<file path="config.mk">
export PLATFORM = sky130hd
export DESIGN_NAME = integer_literal_parser_unit
export DESIGN_NICKNAME = d
export VERILOG_FILES = /design/src/rtl/ilp_pkg.sv /design/src/rtl/ilp_step.sv /design/src/rtl/integer_literal_parser_unit.sv
export SDC_FILE = /design/constraint.sdc
export NUM_CORES = 1
export LEC_CHECK = 0
export BUFFER_PORTS_ARGS = -buffer_cell sky130_fd_sc_hd__buf_2
export CORE_MARGIN = 2
export CORE_UTILIZATION = 53
export DETAILED_ROUTE_END_ITERATION = 12
export HOLD_SLACK_MARGIN = 0.12
export PLACE_DENSITY = 0.77
export SLEW_MARGIN = 25
export SYNTH_ARGS = -nofsm -noshare
export SYNTH_HDL_FRONTEND = slang
export SYNTH_SLANG_ARGS = --single-unit
</file>
<file path="constraint.sdc">
create_clock -name clk_i -period 13.37 [get_ports clk_i]
set_clock_uncertainty 0.05 [all_clocks]
set_input_delay 1.337 -clock clk_i [delete_from_list [all_inputs] [get_ports clk_i]]
set_output_delay 1.337 -clock clk_i [all_outputs]
set_load 0.01 [all_outputs]
</file>
<file path="src/rtl/ilp_pkg.sv">
// Package with shared types, codes and constants of the integer literal parser.
`timescale 1ns / 1ps

package ilp_pkg;

  // Parser phase
  typedef enum logic [1:0] {
    PH_IDLE   = 2'd0,
    PH_ZERO   = 2'd1,
    PH_DIGITS = 2'd2
  } phase_e;

  // Literal radix
  typedef enum logic [1:0] {
    RX_DEC = 2'd0,
    RX_OCT = 2'd1,
    RX_HEX = 2'd2
  } radix_e;

  // Error flag held while a literal is read
  typedef enum logic [1:0] {
    EF_NONE     = 2'd0,
    EF_ILLEGAL  = 2'd1,
    EF_LONG_BIG = 2'd2
  } err_e;

  // Result error codes
  localparam logic [2:0] ERR_OK        = 3'd0;
  localparam logic [2:0] ERR_ILLEGAL   = 3'd1;
  localparam logic [2:0] ERR_LONG_BIG  = 3'd2;
  localparam logic [2:0] ERR_INT_SMALL = 3'd3;
  localparam logic [2:0] ERR_INT_BIG   = 3'd4;

  // Characters
  localparam logic [7:0] CH_SPACE  = 8'h20;
  localparam logic [7:0] CH_TAB    = 8'h09;
  localparam logic [7:0] CH_CR     = 8'h0D;
  localparam logic [7:0] CH_ZERO   = 8'h30;
  localparam logic [7:0] CH_NINE   = 8'h39;
  localparam logic [7:0] CH_LOW_A  = 8'h61;
  localparam logic [7:0] CH_LOW_F  = 8'h66;
  localparam logic [7:0] CH_UP_A   = 8'h41;
  localparam logic [7:0] CH_UP_F   = 8'h46;
  localparam logic [7:0] CH_LOW_X  = 8'h78;
  localparam logic [7:0] CH_UP_X   = 8'h58;

  // Overflow limits checked before the multiply
  localparam logic signed [63:0] LIM_DEC = 64'sd922337203685477580;
  localparam logic signed [63:0] LIM_OCT = 64'sh1FFF_FFFF_FFFF_FFFF;
  localparam logic signed [63:0] LIM_HEX = 64'sh0FFF_FFFF_FFFF_FFFF;

  // 32-bit range limits in int mode
  localparam logic signed [63:0] INT_MIN = -64'sd2147483648;
  localparam logic signed [63:0] UINT_MAX = 64'sh0000_0000_FFFF_FFFF;

  // Parser state
  typedef struct packed {
    phase_e      phase;
    radix_e      radix;
    logic [63:0] accum;
    err_e        err;
  } parse_state_t;

  // One step's result
  typedef struct packed {
    logic        emit;
    logic [63:0] value;
    logic [2:0]  code;
  } step_res_t;

endpackage

</file>
<file path="src/rtl/ilp_step.sv">
// Per-character step logic: digit decode, accumulate, overflow and range checks.
`timescale 1ns / 1ps

module ilp_step (
  input  logic [7:0]            char_i,
  input  logic                  int_mode_i,
  input  ilp_pkg::parse_state_t state_i,
  output ilp_pkg::parse_state_t state_o,
  output ilp_pkg::step_res_t    result_o
);

  logic                     is_ws;
  logic                     is_dig;
  logic [3:0]               dig;
  logic [4:0]               base;
  logic                     do_take;
  ilp_pkg::radix_e          radix_eff;
  logic [63:0]              acc_eff;
  ilp_pkg::err_e            err_eff;
  logic signed [63:0]       acc_s;
  logic signed [63:0]       limit;
  logic [63:0]              scaled;
  ilp_pkg::err_e            err_new;
  logic [2:0]               fin_code;
  logic [63:0]              fin_value;

  // Classify and decode the character
  always_comb begin
    is_ws  = (char_i == ilp_pkg::CH_SPACE) ||
             (char_i >= ilp_pkg::CH_TAB && char_i <= ilp_pkg::CH_CR);
    is_dig = 1'b1;
    dig    = 4'd0;
    if (char_i >= ilp_pkg::CH_ZERO && char_i <= ilp_pkg::CH_NINE) begin
      dig = char_i[3:0];
    end else if (char_i >= ilp_pkg::CH_LOW_A && char_i <= ilp_pkg::CH_LOW_F) begin
      dig = 4'(char_i - ilp_pkg::CH_LOW_A + 8'd10);
    end else if (char_i >= ilp_pkg::CH_UP_A && char_i <= ilp_pkg::CH_UP_F) begin
      dig = 4'(char_i - ilp_pkg::CH_UP_A + 8'd10);
    end else begin
      is_dig = 1'b0;
    end
  end

  // Effective state: a new literal starts from zero in decimal
  always_comb begin
    if (state_i.phase == ilp_pkg::PH_IDLE) begin
      radix_eff = ilp_pkg::RX_DEC;
      acc_eff   = '0;
      err_eff   = ilp_pkg::EF_NONE;
    end else begin
      radix_eff = state_i.radix;
      acc_eff   = state_i.accum;
      err_eff   = state_i.err;
    end
    acc_s = $signed(acc_eff);
  end

  // Base, overflow limit and shift-add multiply
  always_comb begin
    case (radix_eff)
      ilp_pkg::RX_OCT: begin
        base   = 5'd8;
        limit  = ilp_pkg::LIM_OCT;
        scaled = acc_eff << 3;
      end
      ilp_pkg::RX_HEX: begin
        base   = 5'd16;
        limit  = ilp_pkg::LIM_HEX;
        scaled = acc_eff << 4;
      end
      default: begin
        base   = 5'd10;
        limit  = ilp_pkg::LIM_DEC;
        scaled = (acc_eff << 3) + (acc_eff << 1);
      end
    endcase
  end

  // Digit error flags: too large overrides illegal digit
  always_comb begin
    err_new = err_eff;
    if ({1'b0, dig} >= base) begin
      err_new = ilp_pkg::EF_ILLEGAL;
    end
    if (acc_s > limit) begin
      err_new = ilp_pkg::EF_LONG_BIG;
    end
  end

  // Finish a literal: int mode range checks and truncation
  always_comb begin
    case (err_eff)
      ilp_pkg::EF_ILLEGAL:  fin_code = ilp_pkg::ERR_ILLEGAL;
      ilp_pkg::EF_LONG_BIG: fin_code = ilp_pkg::ERR_LONG_BIG;
      default:              fin_code = ilp_pkg::ERR_OK;
    endcase
    fin_value = acc_eff;
    if (int_mode_i) begin
      if (err_eff == ilp_pkg::EF_NONE) begin
        if (acc_s < ilp_pkg::INT_MIN) begin
          fin_code = ilp_pkg::ERR_INT_SMALL;
        end else if (acc_s > ilp_pkg::UINT_MAX) begin
          fin_code = ilp_pkg::ERR_INT_BIG;
        end
      end
      fin_value = {{32{acc_eff[31]}}, acc_eff[31:0]};
    end
  end

  // Next state and result
  always_comb begin
    state_o       = state_i;
    do_take       = 1'b0;
    result_o.emit  = 1'b0;
    result_o.value = fin_value;
    result_o.code  = fin_code;
    case (state_i.phase)
      ilp_pkg::PH_IDLE: begin
        if (char_i == ilp_pkg::CH_ZERO) begin
          state_o.phase = ilp_pkg::PH_ZERO;
          state_o.radix = ilp_pkg::RX_OCT;
          state_o.accum = '0;
          state_o.err   = ilp_pkg::EF_NONE;
        end else if (!is_ws) begin
          do_take = 1'b1;
        end
      end
      ilp_pkg::PH_ZERO: begin
        if (char_i == ilp_pkg::CH_LOW_X || char_i == ilp_pkg::CH_UP_X) begin
          state_o.phase = ilp_pkg::PH_DIGITS;
          state_o.radix = ilp_pkg::RX_HEX;
        end else begin
          do_take = 1'b1;
        end
      end
      default: begin
        do_take = 1'b1;
      end
    endcase

    if (do_take) begin
      if (is_dig) begin
        state_o.phase = ilp_pkg::PH_DIGITS;
        state_o.radix = radix_eff;
        state_o.accum = scaled + {60'd0, dig};
        state_o.err   = err_new;
      end else begin
        result_o.emit = 1'b1;
        state_o.phase = ilp_pkg::PH_IDLE;
        state_o.radix = ilp_pkg::RX_DEC;
        state_o.accum = '0;
        state_o.err   = ilp_pkg::EF_NONE;
      end
    end
  end

endmodule

</file>
<file path="src/rtl/integer_literal_parser_unit.sv">
// Top level of the streaming C integer literal parser.
// A character is held in the input register; its result is registered in the out reg.
// Throughput: one character per cycle while the result side does not stall.
// A stall on the result side holds the input register and the parse state.
// Reset (async, active low): idle, decimal, accumulator zero, no error, int_mode 0.
// No clearing pass; the block accepts input right after reset.
`timescale 1ns / 1ps

module integer_literal_parser_unit (
  input  logic               clk_i,
  input  logic               rst_ni,
  input  logic               cfg_valid_i,
  output logic               cfg_ready_o,
  input  logic               cfg_data_i,
  input  logic               in_valid_i,
  output logic               in_stall_o,
  input  logic [7:0]         char_in_i,
  output logic               out_valid_o,
  input  logic               out_stall_i,
  output logic signed [63:0] value_o,
  output logic [2:0]         error_code_o
);

  logic                  int_mode_q;
  logic                  s1_valid_q;
  logic [7:0]            char_q;
  ilp_pkg::parse_state_t state_q;
  ilp_pkg::parse_state_t state_d;
  ilp_pkg::step_res_t    res;
  logic                  out_valid_q;
  logic [63:0]           value_q;
  logic [2:0]            code_q;
  logic                  adv;

  // Config register write
  assign cfg_ready_o = 1'b1;

  always_ff @(posedge clk_i or negedge rst_ni) begin
    if (!rst_ni) begin
      int_mode_q <= 1'b0;
    end else if (cfg_valid_i && cfg_ready_o) begin
      int_mode_q <= cfg_data_i;
    end
  end

  // Advance when the output register is free or being drained
  assign adv        = !out_valid_q || !out_stall_i;
  assign in_stall_o = s1_valid_q && !adv;

  // Input register
  always_ff @(posedge clk_i or negedge rst_ni) begin
    if (!rst_ni) begin
      s1_valid_q <= 1'b0;
    end else if (!in_stall_o) begin
      s1_valid_q <= in_valid_i;
    end
  end

  always_ff @(posedge clk_i) begin
    if (in_valid_i && !in_stall_o) begin
      char_q <= char_in_i;
    end
  end

  // Step logic
  ilp_step u_step (
    .char_i     (char_q),
    .int_mode_i (int_mode_q),
    .state_i    (state_q),
    .state_o    (state_d),
    .result_o   (res)
  );

  // Parse state update
  always_ff @(posedge clk_i or negedge rst_ni) begin
    if (!rst_ni) begin
      state_q.phase <= ilp_pkg::PH_IDLE;
      state_q.radix <= ilp_pkg::RX_DEC;
      state_q.accum <= '0;
      state_q.err   <= ilp_pkg::EF_NONE;
    end else if (s1_valid_q && adv) begin
      state_q <= state_d;
    end
  end

  // Result register
  always_ff @(posedge clk_i or negedge rst_ni) begin
    if (!rst_ni) begin
      out_valid_q <= 1'b0;
    end else if (adv) begin
      out_valid_q <= s1_valid_q && res.emit;
    end
  end

  always_ff @(posedge clk_i) begin
    if (adv && s1_valid_q && res.emit) begin
      value_q <= res.value;
      code_q  <= res.code;
    end
  end

  assign out_valid_o  = out_valid_q;
  assign value_o      = $signed(value_q);
  assign error_code_o = code_q;

  // Idle state always carries a cleared accumulator and no error
  a_idle_clean: assert property (@(posedge clk_i) disable iff (!rst_ni)
    state_q.phase == ilp_pkg::PH_IDLE |-> state_q.accum == '0 &&
      state_q.err == ilp_pkg::EF_NONE)
    else $error("idle state holds stale accumulator or error");

  // Hex radix is only reached after the prefix, in the digit phase
  a_hex_phase: assert property (@(posedge clk_i) disable iff (!rst_ni)
    state_q.radix == ilp_pkg::RX_HEX |-> state_q.phase == ilp_pkg::PH_DIGITS)
    else $error("hex radix outside digit phase");

  // Input stalls only when a held result blocks the pipeline
  a_stall_cause: assert property (@(posedge clk_i) disable iff (!rst_ni)
    in_stall_o |-> s1_valid_q && out_valid_o && out_stall_i)
    else $error("input stalled without a blocked result");

  // Error code stays within its defined range
  a_code_range: assert property (@(posedge clk_i) disable iff (!rst_ni)
    out_valid_o |-> error_code_o <= ilp_pkg::ERR_INT_BIG)
    else $error("error code out of range");

endmodule

</file>
* Word-level counts from Yosys, hierarchy flattened
Index checks and enable logic that the tools add are counted.
** Operators by class
- $lt $le $gt $ge :: 12
- $add $sub $neg :: 6
- Muxes and demuxes :: 32
- Reduce and logical (&&, ||, !) cells :: 23
- Eq/ne operators :: 11
** Operators with widths (number)
- 70-bit two-way mux :: 3
- 64-bit two-way mux :: 2
- 64-bit one-hot mux with 2 select lines :: 1
- 61-bit one-hot mux with 2 select lines :: 1
- 66-bit two-way mux :: 1
- 64-bit by 4-bit adder with 64-bit output :: 1
- 64-bit adder :: 1
- 64-bit by 33-bit greater-than comparator with 1-bit output (second input constant) :: 1
- 64-bit by 62-bit greater-than comparator with 1-bit output :: 1
- 64-bit by 32-bit < comparator with 1-bit output (second input constant) :: 1
- 8-bit by 6-bit equality test with 1-bit output (second input constant) :: 2
- 8-bit by 7-bit equality test with 1-bit output (second input constant) :: 2
- 8-bit by 7-bit greater-or-equal comparator with 1-bit output (second input constant) :: 2
- 8-bit by 7-bit less-or-equal comparator with 1-bit output (second input constant) :: 2
- 4-bit two-way mux :: 4
- 3-bit two-way mux :: 4
- 5-bit one-hot mux with 2 select lines :: 1
- 1-bit logical AND :: 9
- 4-bit adder (second input constant) :: 2
- 8-bit by 4-bit greater-or-equal comparator with 1-bit output (second input constant) :: 1
- 8-bit by 6-bit greater-or-equal comparator with 1-bit output (second input constant) :: 1
- 8-bit by 4-bit less-or-equal comparator with 1-bit output (second input constant) :: 1
- 8-bit by 6-bit less-or-equal comparator with 1-bit output (second input constant) :: 1
- 1-bit two-way mux :: 8
- 17 further kinds :: 31
** Word-level totals
- Input bits :: 14
- Flip-flop bits (word level) :: 148
- Logic and storage cells :: 94
- Output and inout port bits :: 70

* Longest topological paths before layout
- Depth after elaboration :: 10
- Depth in mapped cells :: 37
- Gate-level depth less buffers :: 22

* By module
Synthesis repeated with hierarchy kept, for this count alone.
** Unflattened totals
- Cell total of the unflattened synthesis :: 2169
- Area total of the unflattened synthesis :: 16834.9 µm²
** Modules (own cells, without submodules)
- ilp_step :: instances 1, seq. area each 0.0 µm², area each 11821.3 µm², cells each 1932
- integer_literal_parser_unit :: instances 1, seq. area each 4078.9 µm², area each 5013.6 µm², cells each 237

* Least setup slack after synthesis
Ideal clock, no wire load.
- Path type :: register -> register
- From :: reg state_q[68] (netlist bit)
- To :: reg state_q[60] (netlist bit)
- Cell stages (with the launch flop) :: 38
- Data required time :: 13251 ps
- Path buffers :: 22
- Clock period less this slack :: 9297 ps
- Slack :: 4073 ps
- Arrival time :: 9178 ps
- Library setup time :: 69 ps
- Cell sequence :: dfrtp_1 -> or2_1 -> clkbuf_1 -> buf_2 -> buf_2 -> buf_2 -> clkbuf_1 -> clkbuf_1 -> clkbuf_1 -> buf_2 -> buf_1 -> clkbuf_1 -> nand2_1 -> ha_1 -> clkbuf_1 -> clkbuf_1 -> clkbuf_1 -> clkbuf_1 -> [2 not listed] -> buf_1 -> buf_2 -> clkbuf_1 -> clkbuf_1 -> a22o_1 -> ha_1 -> a21oi_1 -> nor3b_1 -> nand2_1 -> nor2_1 -> and3_1 -> nand4_1 -> or4b_1 -> buf_2 -> or3_1 -> buf_2 -> or4_1 -> nand3_1
** Between the ends
- Longest elaborated chain between the ends :: 7
- Elaborated cells between the ends (all ways) :: 15
- Those cells by class :: add/sub (2); eq/ne (3); mux (6); reduce/logical (4)
** Ends and longest elaborated chain
- from (decl) :: RTL line integer_literal_parser_unit.sv:27 : ilp_pkg::parse_state_t state_q;
- from (signal assigned) :: RTL line integer_literal_parser_unit.sv:82 : state_q <= state_d;
- 2-bit logical NOT :: RTL line ilp_step.sv:46, ilp_step.sv:117
- 64-bit two-way mux or 2-bit two-way mux (tied branches) :: RTL line ilp_step.sv:46 : if (state_i.phase == ilp_pkg::PH_IDLE) begin
- 64-bit adder, or another cell as far along :: RTL line ilp_step.sv:74 : scaled = (acc_eff << 3) + (acc_eff << 1);
- 64-bit one-hot mux with 2 select lines :: RTL line ilp_step.sv:60 : case (radix_eff)
- 64-bit by 4-bit adder with 64-bit output :: RTL line ilp_step.sv:145 : state_o.accum = scaled + {60'd0, dig};
- 70-bit two-way mux :: RTL line ilp_step.sv:142 : if (is_dig) begin
- 70-bit two-way mux :: RTL line ilp_step.sv:141 : if (do_take) begin
Parallel ways exist; a longest one is shown, timed or not.
A chain may end at the register's enable or synchronous reset.

* Final worst setup path
Same ends and word-level chain as after synthesis.

==> out/metrics.sh <==
WORSTSKEWPAIRLATENCY_NS=0.45
FP.DIEAREA_UM2=31600
FP.COREAREA_UM2=29600
AREA_DELTA_SYNTH_FINAL_PCT=5.69
POWER_LEAKAGE_uW=0.00617
SYNTH.LIB_CELLS_USED.DISTINCT=101
SETUP-VIOLATIONS-FINAL=0
RR_ENDPOINT='state_q[60]'
SYNTH_NETS=2147
ROUTED_WIRELENGTH_UM=60200
WORSTPATHARRIVAL_NS=7.55
CRIT_TOP_CELL='sky130_fd_sc_hd__nand2_1'
INITIAL_UTILIZATION_PCT=53.9
POST_CTS.RESIZED_INSTANCES=0
CRITICAL_PATH_REQUIRED_NS=13.70
CELLPOWERDENSITY_nW_PER_UM2=72.0
SYNTH.CELL_AREA_UM2=16000
IO_PINS=84
PORT-BUFFER-COUNT=82
VDD_IR_DROP_MAX_uV=73.2
HORIZ_DIE_DIM_UM=178
TIMING_HOLD_VIOLATIONS_FINAL=0
DPL_WORST_SLACK_NS=6.31
SYNTH.AREA.TOP_CELLS='sky130_fd_sc_hd__edfxtp_1, sky130_fd_sc_hd__dfrtp_1, sky130_fd_sc_hd__nand2_1'
SETUP-TNS-FINAL_NS=0
HPWLAFTERDP_UM=43200
SYNTHARSTFLOPSHARE_PCT=49.3
CTS_HOLD_REPAIR.BUFFERS=0
NUMCLOCKSINKS=148
TIMING.CRITICAL_PATH.TO='state_q[60]'
CTS_SETUP_BUFFERS=0
SYNTH.YOSYS.SEQ_AREA_SHARE_PCT=25.5
WL_PER_CELL_UM=24.7
CP_MAX_FO=85
WIRE_LENGTH_OF_THE_FIRST_GLOBAL_ROUTING_PASS_UM=92200
VIASPERCELL=7.19
TRITONCTS.NUM_BUFFERS=17
R2R_CELLS=17
TIMING.CRITICAL_PATH.FROM='state_q[68]'
YOSYSWARNINGS=0
DRT_PRE_ANTENNA_ITERS=8
TIMING.CRITICAL_PATH.FROM_TYPE='register'
LAYOUT-DRIVE-GT1-SHARE_PCT=10.5
MIN_PERIOD_NS=7.22
CTS.ROOT.BUFFER_CELL='sky130_fd_sc_hd__clkbuf_16'
FMAX_GHz=0.139
REPORT.FINAL.SLEW_VIOL_COUNT=0
WORSTPATHCELLLIST='or2_4, nand2_1, ha_4, buf_4, nor2b_1, a22o_1, ha_1, a21oi_1, nor3b_1, nand2_1, nor2_1, and3_1, nand4_1, or4b_1, or3_1, or4_1, nand3_1'
TIMING.MAX_SLEW.REL_SLACK_PCT=27.5
YOSYS_MOST_USED_DFF='sky130_fd_sc_hd__edfxtp_1'
TIMING.HOLD.WORST_PATH_DEPTH=2
CORE.ROWCOUNT=63
REG2REG_FROM='state_q[68]'
MAX-CAP-VIOLATIONS=0
OUTCOME='completed'
ROUTE.VIAS.TOTAL=17500
SYNTH.AVG_CELL_AREA_UM2=7.67
NETLIST.AREA_LEADER.SHARE_PCT=14.1
YS_SEQ_ELEMENTS=148
DIODES=0
CRIT_PATH_KIND='register to register'
UNREPAIRED_SETUP_ENDPOINTS_AFTER_GLOBAL_ROUTING='false'
GLOBALPLACE.CONGESTION=1.01
CRITPATHCAPTURETYPE='register'
SYNTH_ENABLE_FLOP_CELLS=75
CRITICAL-PATH-SLOWEST-CELL='sky130_fd_sc_hd__dfrtp_1'
WORSTMARGINPINSLEW_NS=1.07
WORSTHOLDPATHTYPE='register to register'
CLOCK_PIN_SLEW_WORST_SETUP_AND_HOLD_PATHS_NS=0.07
DRT_ITER0_MARKERS=2712
HTREE_LEVELS=4
RESIDUAL_DRC=0
YOSYS.CELL_COUNT.TOP_TYPE='sky130_fd_sc_hd__nand2_1'
CTS-ROOT-TO-SINK-BUFFERS=2
DESIGN.FINAL.NETS=2091
DETAIL-ROUTE-ANTENNA-NETS=0
REG2REG_SETUP_SLACK_NS=6.15
ANTENNA_FOUND_INITIAL=1
TIMING.FINAL.WS_SETUP_NS=6.15
SYNTH_COMMONEST_CELLS='sky130_fd_sc_hd__nand2_1, sky130_fd_sc_hd__nor2_1, sky130_fd_sc_hd__o21ai_0'
FLOORPLAN.DIE.HEIGHT_UM=178
NETLIST.TOP_CELL.BY_AREA='sky130_fd_sc_hd__edfxtp_1'
POSTSYNTHCELLCOUNT=2084
GRT_PASS1_VIAS=15800
GRTUSAGETOTAL_PCT=37.8
CRITPATHMAXSTAGEDELAY_NS=0.79
CTS_TREE='done'
LAYOUT_WORST_PATH_CYCLE_SHARE_PCT=54.0
GR-TOTAL-OVERFLOW=0
GRT_MAX_DEGREE=86
[placed cells by master (no fill, tap or decap), types with 48 or more instances in the layout]
cell / netlist / final
sky130_fd_sc_hd__nand2_1: 210 / 210
sky130_fd_sc_hd__o21ai_0: 156 / 156
sky130_fd_sc_hd__a21oi_1: 126 / 126
sky130_fd_sc_hd__a22oi_1: 48 / 48
sky130_fd_sc_hd__inv_1: 53 / 53
sky130_fd_sc_hd__nor2_1: 176 / 174
sky130_fd_sc_hd__dfrtp_1: 73 / 72
sky130_fd_sc_hd__buf_2: 39 / 81
sky130_fd_sc_hd__nand3_1: 64 / 64
sky130_fd_sc_hd__xnor2_1: 69 / 69
sky130_fd_sc_hd__edfxtp_1: 75 / 75
sky130_fd_sc_hd__nor3_1: 68 / 67
sky130_fd_sc_hd__and2_1: 54 / 54
[area by class of cell]
cell class	instances	area (um2)
fillers	2756	12700
clock inverters	13	153
flip-flops and latches	148	4080
clock buffers	19	464
well taps	390	488
repair buffers	105	586
inverters	54	203
multi-input cells	1702	10900
[how the worst min path moves through the flow]
stage	endpoint	slack (ns)	start
after floorplan	state_q[67]	0.41	state_q[67]
after global placement	state_q[67]	0.44	state_q[67]
after detailed placement	state_q[2]	0.44	state_q[2]
after CTS	state_q[2]	0.46	state_q[2]
after global routing	state_q[2]	0.50	state_q[2]
final	state_q[2]	0.46	state_q[2]
[worst max-delay path: cells and delay by family, from the launching register on]
kind / cells / cell delay [ns]
adders and majority gates: 2 / 0.64
and+or+nand+nor: 12 / 4.48
buffers and inverters: 1 / 0.76
AOI/OAI and AO/OA: 2 / 0.42
DFF: 1 / 0.79
[through the flow]
stage	hold slack [ns]	instance area, um2	total power (uW)	utilization, %	cells
after floorplan	0.408	16000	646	-	2084
after global placement	0.439	16300	702	54.9	2399
after detailed placement	0.443	16300	706	54.9	2399
after CTS	0.459	16900	1220	57.0	2431
after global routing	0.501	16900	1250	57.0	2431
final	0.462	16900	1220	57.0	2431
[power breakdown]
group / switching, uW / internal (uW) / total (uW)
Clock: 233 / 283 / 516
Combinational: 134 / 42.0 / 176
Sequential: 15.9 / 509 / 525
Total: 383 / 834 / 1220
[registers in the layout (all words and copies together), names as in the netlist]
name / flops
state_q: 70
value_o: 64
char_q: 8
error_code_o: 3
int_mode_q: 1
out_valid_o: 1
s1_valid_q: 1
[per-layer routing]
| layer | global-route usage [%] | part of all wire [%] | vias up |
|---|---|---|---|
| li1 | - | - | 7740 |
| met1 | 55.5 | 41 | 8257 |
| met2 | 54.6 | 42 | 1298 |
| met3 | 7.39 | 13 | 173 |
| met4 | 14.1 | 3.7 | 2 |
| met5 | 0 | 0.017 | - |
[cells by family after synthesis]
kind of cell    Yosys count  share of synthesized area [%]
simple gates            828                           26.6
mux                      24                           1.54
xor+xnor                108                           6.06
fa+ha+maj                57                           4.38
buf+inv                 234                           6.46
other cells               1                         0.0235
compound gates          684                           29.4
flops                   148                           25.5
Note: power is estimated with default switching activity, not from simulation.
